===== src/hw/rtl/qlss_pkg.sv =====
`default_nettype none
package qlss_pkg;

  localparam int unsigned MaxSlots = 32;
  localparam int unsigned FracBits = 16;

  typedef enum logic [1:0] {
    MODE_TICK     = 2'd0,
    MODE_OVERHEAR = 2'd1,
    MODE_CONFIRM  = 2'd2,
    MODE_NONE     = 2'd3
  } mode_e;

  typedef enum logic [2:0] {
    ST_IDLE,
    ST_MOD,
    ST_WALK,
    ST_CALC,
    ST_MUL_A,
    ST_WRITE,
    ST_OUT
  } state_e;

  // operation broadcast during one rotation of the ring; cells other than 0 see decay as a shift
  typedef enum logic [1:0] {
    OP_SHIFT = 2'd0,
    OP_DECAY = 2'd1,
    OP_INC   = 2'd2,
    OP_SETQ  = 2'd3
  } cell_op_e;

  typedef struct packed {
    logic       rotate;
    cell_op_e   op;
  } cell_ctrl_t;

  localparam int unsigned RegIsSink      = 0;
  localparam int unsigned RegFrameLength = 1;
  localparam int unsigned RegLearnRate   = 2;
  localparam int unsigned RegDiscount    = 3;
  localparam int unsigned RegDecay       = 4;
  localparam int unsigned RegRewardOk    = 5;
  localparam int unsigned RegRewardFail  = 6;
  localparam int unsigned RegSendChance  = 7;

  localparam int unsigned ExploreLimit = 10000;

endpackage
`default_nettype wire


===== src/hw/rtl/qlss_cell.sv =====
`default_nettype none
// one slot of the ring: holds a Q value and a traffic score, hands both on
module qlss_cell
  import qlss_pkg::*;
(
  input  wire logic               clk_i,
  input  wire logic               rst_ni,
  input  wire cell_ctrl_t         ctrl_i,
  input  wire logic               sel_i,
  input  wire logic [16:0]        decay_i,
  input  wire logic signed [31:0] new_q_i,
  input  wire logic signed [31:0] q_i,
  input  wire logic [31:0]        score_i,
  output logic signed [31:0]      q_o,
  output logic [31:0]             score_o
);
  logic signed [31:0] q_q, q_d;
  logic [31:0] score_q, score_d;
  logic [48:0] prod;
  logic [32:0] inc;

  // the incoming score is the one processed, so each value passes the head once
  assign prod = 49'(score_i) * 49'(decay_i);
  assign inc  = 33'(score_i) + (33'd1 << FracBits);

  always_comb begin
    q_d = q_q;
    score_d = score_q;
    if (ctrl_i.rotate) begin
      q_d = q_i;
      score_d = score_i;
      case (ctrl_i.op)
        OP_DECAY: begin
          if ((prod >> FracBits) > 49'hFFFF_FFFF) score_d = 32'hFFFF_FFFF;
          else score_d = 32'(prod >> FracBits);
        end
        OP_INC: if (sel_i) score_d = inc[32] ? 32'hFFFF_FFFF : inc[31:0];
        OP_SETQ: if (sel_i) q_d = new_q_i;
        default: ;
      endcase
    end
  end

  always_ff @(posedge clk_i or negedge rst_ni) begin
    if (!rst_ni) begin
      q_q <= '0;
      score_q <= '0;
    end else begin
      q_q <= q_d;
      score_q <= score_d;
    end
  end

  assign q_o = q_q;
  assign score_o = score_q;
endmodule
`default_nettype wire


===== config.mk =====
export PLATFORM = sky130hd
export DESIGN_NAME = qlss_cell
export DESIGN_NICKNAME = d
export VERILOG_FILES = /design/src/hw/rtl/qlss_pkg.sv /design/src/hw/rtl/qlss_cell.sv
export SDC_FILE = /design/constraint.sdc
export NUM_CORES = 1
export LEC_CHECK = 0
export BUFFER_PORTS_ARGS = -buffer_cell sky130_fd_sc_hd__buf_4
export CORE_UTILIZATION = 57
export DETAILED_ROUTE_END_ITERATION = 10
export GPL_TIMING_DRIVEN = 0
export PLACE_DENSITY_LB_ADDON = 0.08
export SLEW_MARGIN = 20
export SYNTH_ARGS = -nofsm -noshare
export SYNTH_HDL_FRONTEND = slang
export SYNTH_SLANG_ARGS = --single-unit

===== constraint.sdc =====
create_clock -name clk_i -period 0.9 [get_ports clk_i]
set_input_delay 0.18 -clock clk_i [delete_from_list [all_inputs] [get_ports clk_i]]
set_output_delay 0.18 -clock clk_i [all_outputs]
set_load 0.02 [all_outputs]

==> results.cfg <==
[placed_design]
port_buffers = 169
finalWeightedCongestion = 0.994
dpl.hpwl_um = 57000
pre_cts_ws_ns = -6.77

[critical_path]
arrival_ns = 6.63
end_kind = register
cp_data_required_time_ns = 1.12
crit_fanout = 5
start_kind = primary input
critPathKind = in2reg

[logic_synthesis]
synth-edff-count = 0
ys_seq_area_share_pct = 7.70
synth_common_cells = 544 x inv_1, 447 x fa_1, 393 x nand2_1
yosysMostFrequentCell = inv_1
synth.avg_cell_area_um2 = 8.46
ys_warn_count = 0
synth_ff_type = dfrtp_1
syn-num-nets = 3151
syn_inst = 2460
syn_area_um2 = 20800
async_reset_ff_share_pct = 100
synth_cell_type_count = 64
synthTopCellsByArea = fa_1 43%, inv_1 9.8%, dfrtp_1 7.7%
yosysTopAreaCell = fa_1
ys_seq_elements = 64
yosys.area.top_type_share_pct = 43.0

[global_routing]
grt_antenna_before_repair = 3
gr-usage-all-layers_pct = 40.1
overflow = 0
grt_pass1_vias = 19655
grt_pass1_wl_um = 110000
grt_max_degree = 65

[sta]
skew_ns = 0
hold_viol_final = 64
relSlewSlack_pct = 35.6
rsz0062_at_grt = yes
slew_violations = 0
holdWs_ns = -0.0492
setup_ws_ns = -5.50
tightest_slew_ns = 0.966
timing.final.crit_share_pct = 711
layout_min_cycle_time_ns = 6.40
fmaxAchievable_ghz = 0.156
finalSetupViolCount = 96

[die]
coreArea_um2 = 35700
io_pins = 183
die_w_um = 193
die_h_um = 193
num_rows = 69
die_area_um2 = 37300
initial_core_util_pct = 58.2

[detailed_routing]
via_per_inst = 5.84
vias = 18907
firstDrtPassIters = 9
ant_nets = 0
drt_wl_total_um = 73700
wire_per_inst_um = 22.8
drt_first_iter_violations = 1795
drc_errors = 2

[cts]
h-tree-depth = 3
cts_tree = yes
clk_pin_slew_ns = 0.05
cts_root_buf = clkbuf_16
clockBufferDepth = 2
clk_latency_ns = 0.33
clock_sinks = 64
cts-buffers-inserted = 9

[layout]
drive_gt1_share_pct = 22.5
regArea_um2 = 1600
nets = 3460
fillCellCount = 2631
syn_to_final_growth_pct = 29.5
multi_input_area_um2 = 17400

[worst_hold_path]
hold_class = in2async

[flow_run]
cap_violations = 0

[outcome]
status = finished with violations
violations = DRC, hold timing, setup timing
## layer usage
metal	vias up	wire (um)	part of all wire (%)	global-route usage, %
li1	8007	-	-	-
met2	1092	34400	47	64.2
met4	2	5510	7.5	25.1
met3	284	7140	9.7	7.22
met1	9522	26600	36	50.5
met5	-	13	0.018	0
## state kept, by name (all words and copies together) (netlist names)
signal	cells
score_o	32
q_o	32
## path summary, 6_finish.rpt
path	start	endpoint	slack (ns)	depth (start not counted)
max	score_i[4]	score_o[4]$_DFFE_PN0P_	-5.50	24
min	rst_ni	q_o[6]$_DFFE_PN0P_	-0.05	1
max reg2reg	score_o[9]$_DFFE_PN0P_	score_o[9]$_DFFE_PN0P_	-0.12	3
min reg2reg	score_o[16]$_DFFE_PN0P_	score_o[16]$_DFFE_PN0P_	0.54	1
max in group asynchronous	rst_ni	score_o[14]$_DFFE_PN0P_	0.34	1
min in group clk_i	new_q_i[21]	q_o[21]$_DFFE_PN0P_	0.12	3
## area by class of cell
type / instances / share of cell area (%)
diodes: 3 / 0.0279
repair buffers: 300 / 10.0
plain buffers: 156 / 8.33
clock inverters: 5 / 0.297
flip-flops and latches: 64 / 5.95
well taps: 461 / 2.14
inverters: 545 / 7.59
clock buffers: 11 / 0.901
multi-input cells: 1693 / 64.7
## cells in the final DEF (no fill, tap or decap), types with 18 or more instances in the layout
master,count
inv_1,528
buf_8,27
ha_1,105
xnor2_1,24
and2_1,189
fa_2,18
clkbuf_16,53
o21ai_0,52
a21oi_1,82
buf_6,98
dfrtp_1,62
a31oi_1,18
clkbuf_8,21
and2_4,18
buf_4,206
nand2_1,377
ha_4,19
nor2_1,68
fa_1,429
mux2i_1,32
clkbuf_1,26
## logic make-up after synthesis
| kind of cell | count (synthesis) | synth area share [%] |
|---|---|---|
| AND/OR/NAND/NOR | 765 | 17.3 |
| adder cells (fa/ha/maj) | 572 | 50.5 |
| XOR/XNOR | 34 | 1.43 |
| AO/OA/AOI/OAI | 287 | 8.49 |
| flip-flops | 64 | 7.70 |
| buffers and inverters | 703 | 12.8 |
| multiplexers | 35 | 1.70 |
## critical path, cell delays in order
cell       delay [ns]
buf_8            0.10
clkbuf_16        0.16
clkbuf_16        0.16
and2_4           0.15
fa_1             0.46
fa_1             0.59
fa_2             0.49
fa_1             0.53
fa_1             0.55
inv_2            0.05
fa_1             0.51
inv_2            0.05
ha_4             0.30
nand2_8          0.07
o21ai_2          0.14
a21o_1           0.14
a21o_1           0.18
nor3_2           0.06
or3b_4           0.38
and3_4           0.18
or2_4            0.27
buf_8            0.12
or4_1            0.52
a32o_1           0.27
## timing repair
item | in CTS | in global routing
setup buffers | 73 | 53
cloned | 2 | 5
setup endpoints to repair | 128 | 119
gates resized for setup | 356 | 154
hold endpoints to repair | 64 | 0
pin swaps | 107 | 66
## through the flow
stage                     area (um2)  util [%]  hold WS [ns]  cells  setup TNS (ns)
after global routing           26900      75.4       0.00710   3235         -185.47
after detailed placement       23500      65.7         0.334   3090         -218.83
final                          26900      75.4       -0.0492   3238         -180.36
after global placement         23500      65.7         0.334   3090         -217.93
after CTS                      26100      72.9       -0.0243   3180         -178.19
after floorplan                21600         -        -0.116   2460         -159.90
Power is not shown: default switching activity piles up to over one toggle a cycle in this logic, so the estimate is an artifact.
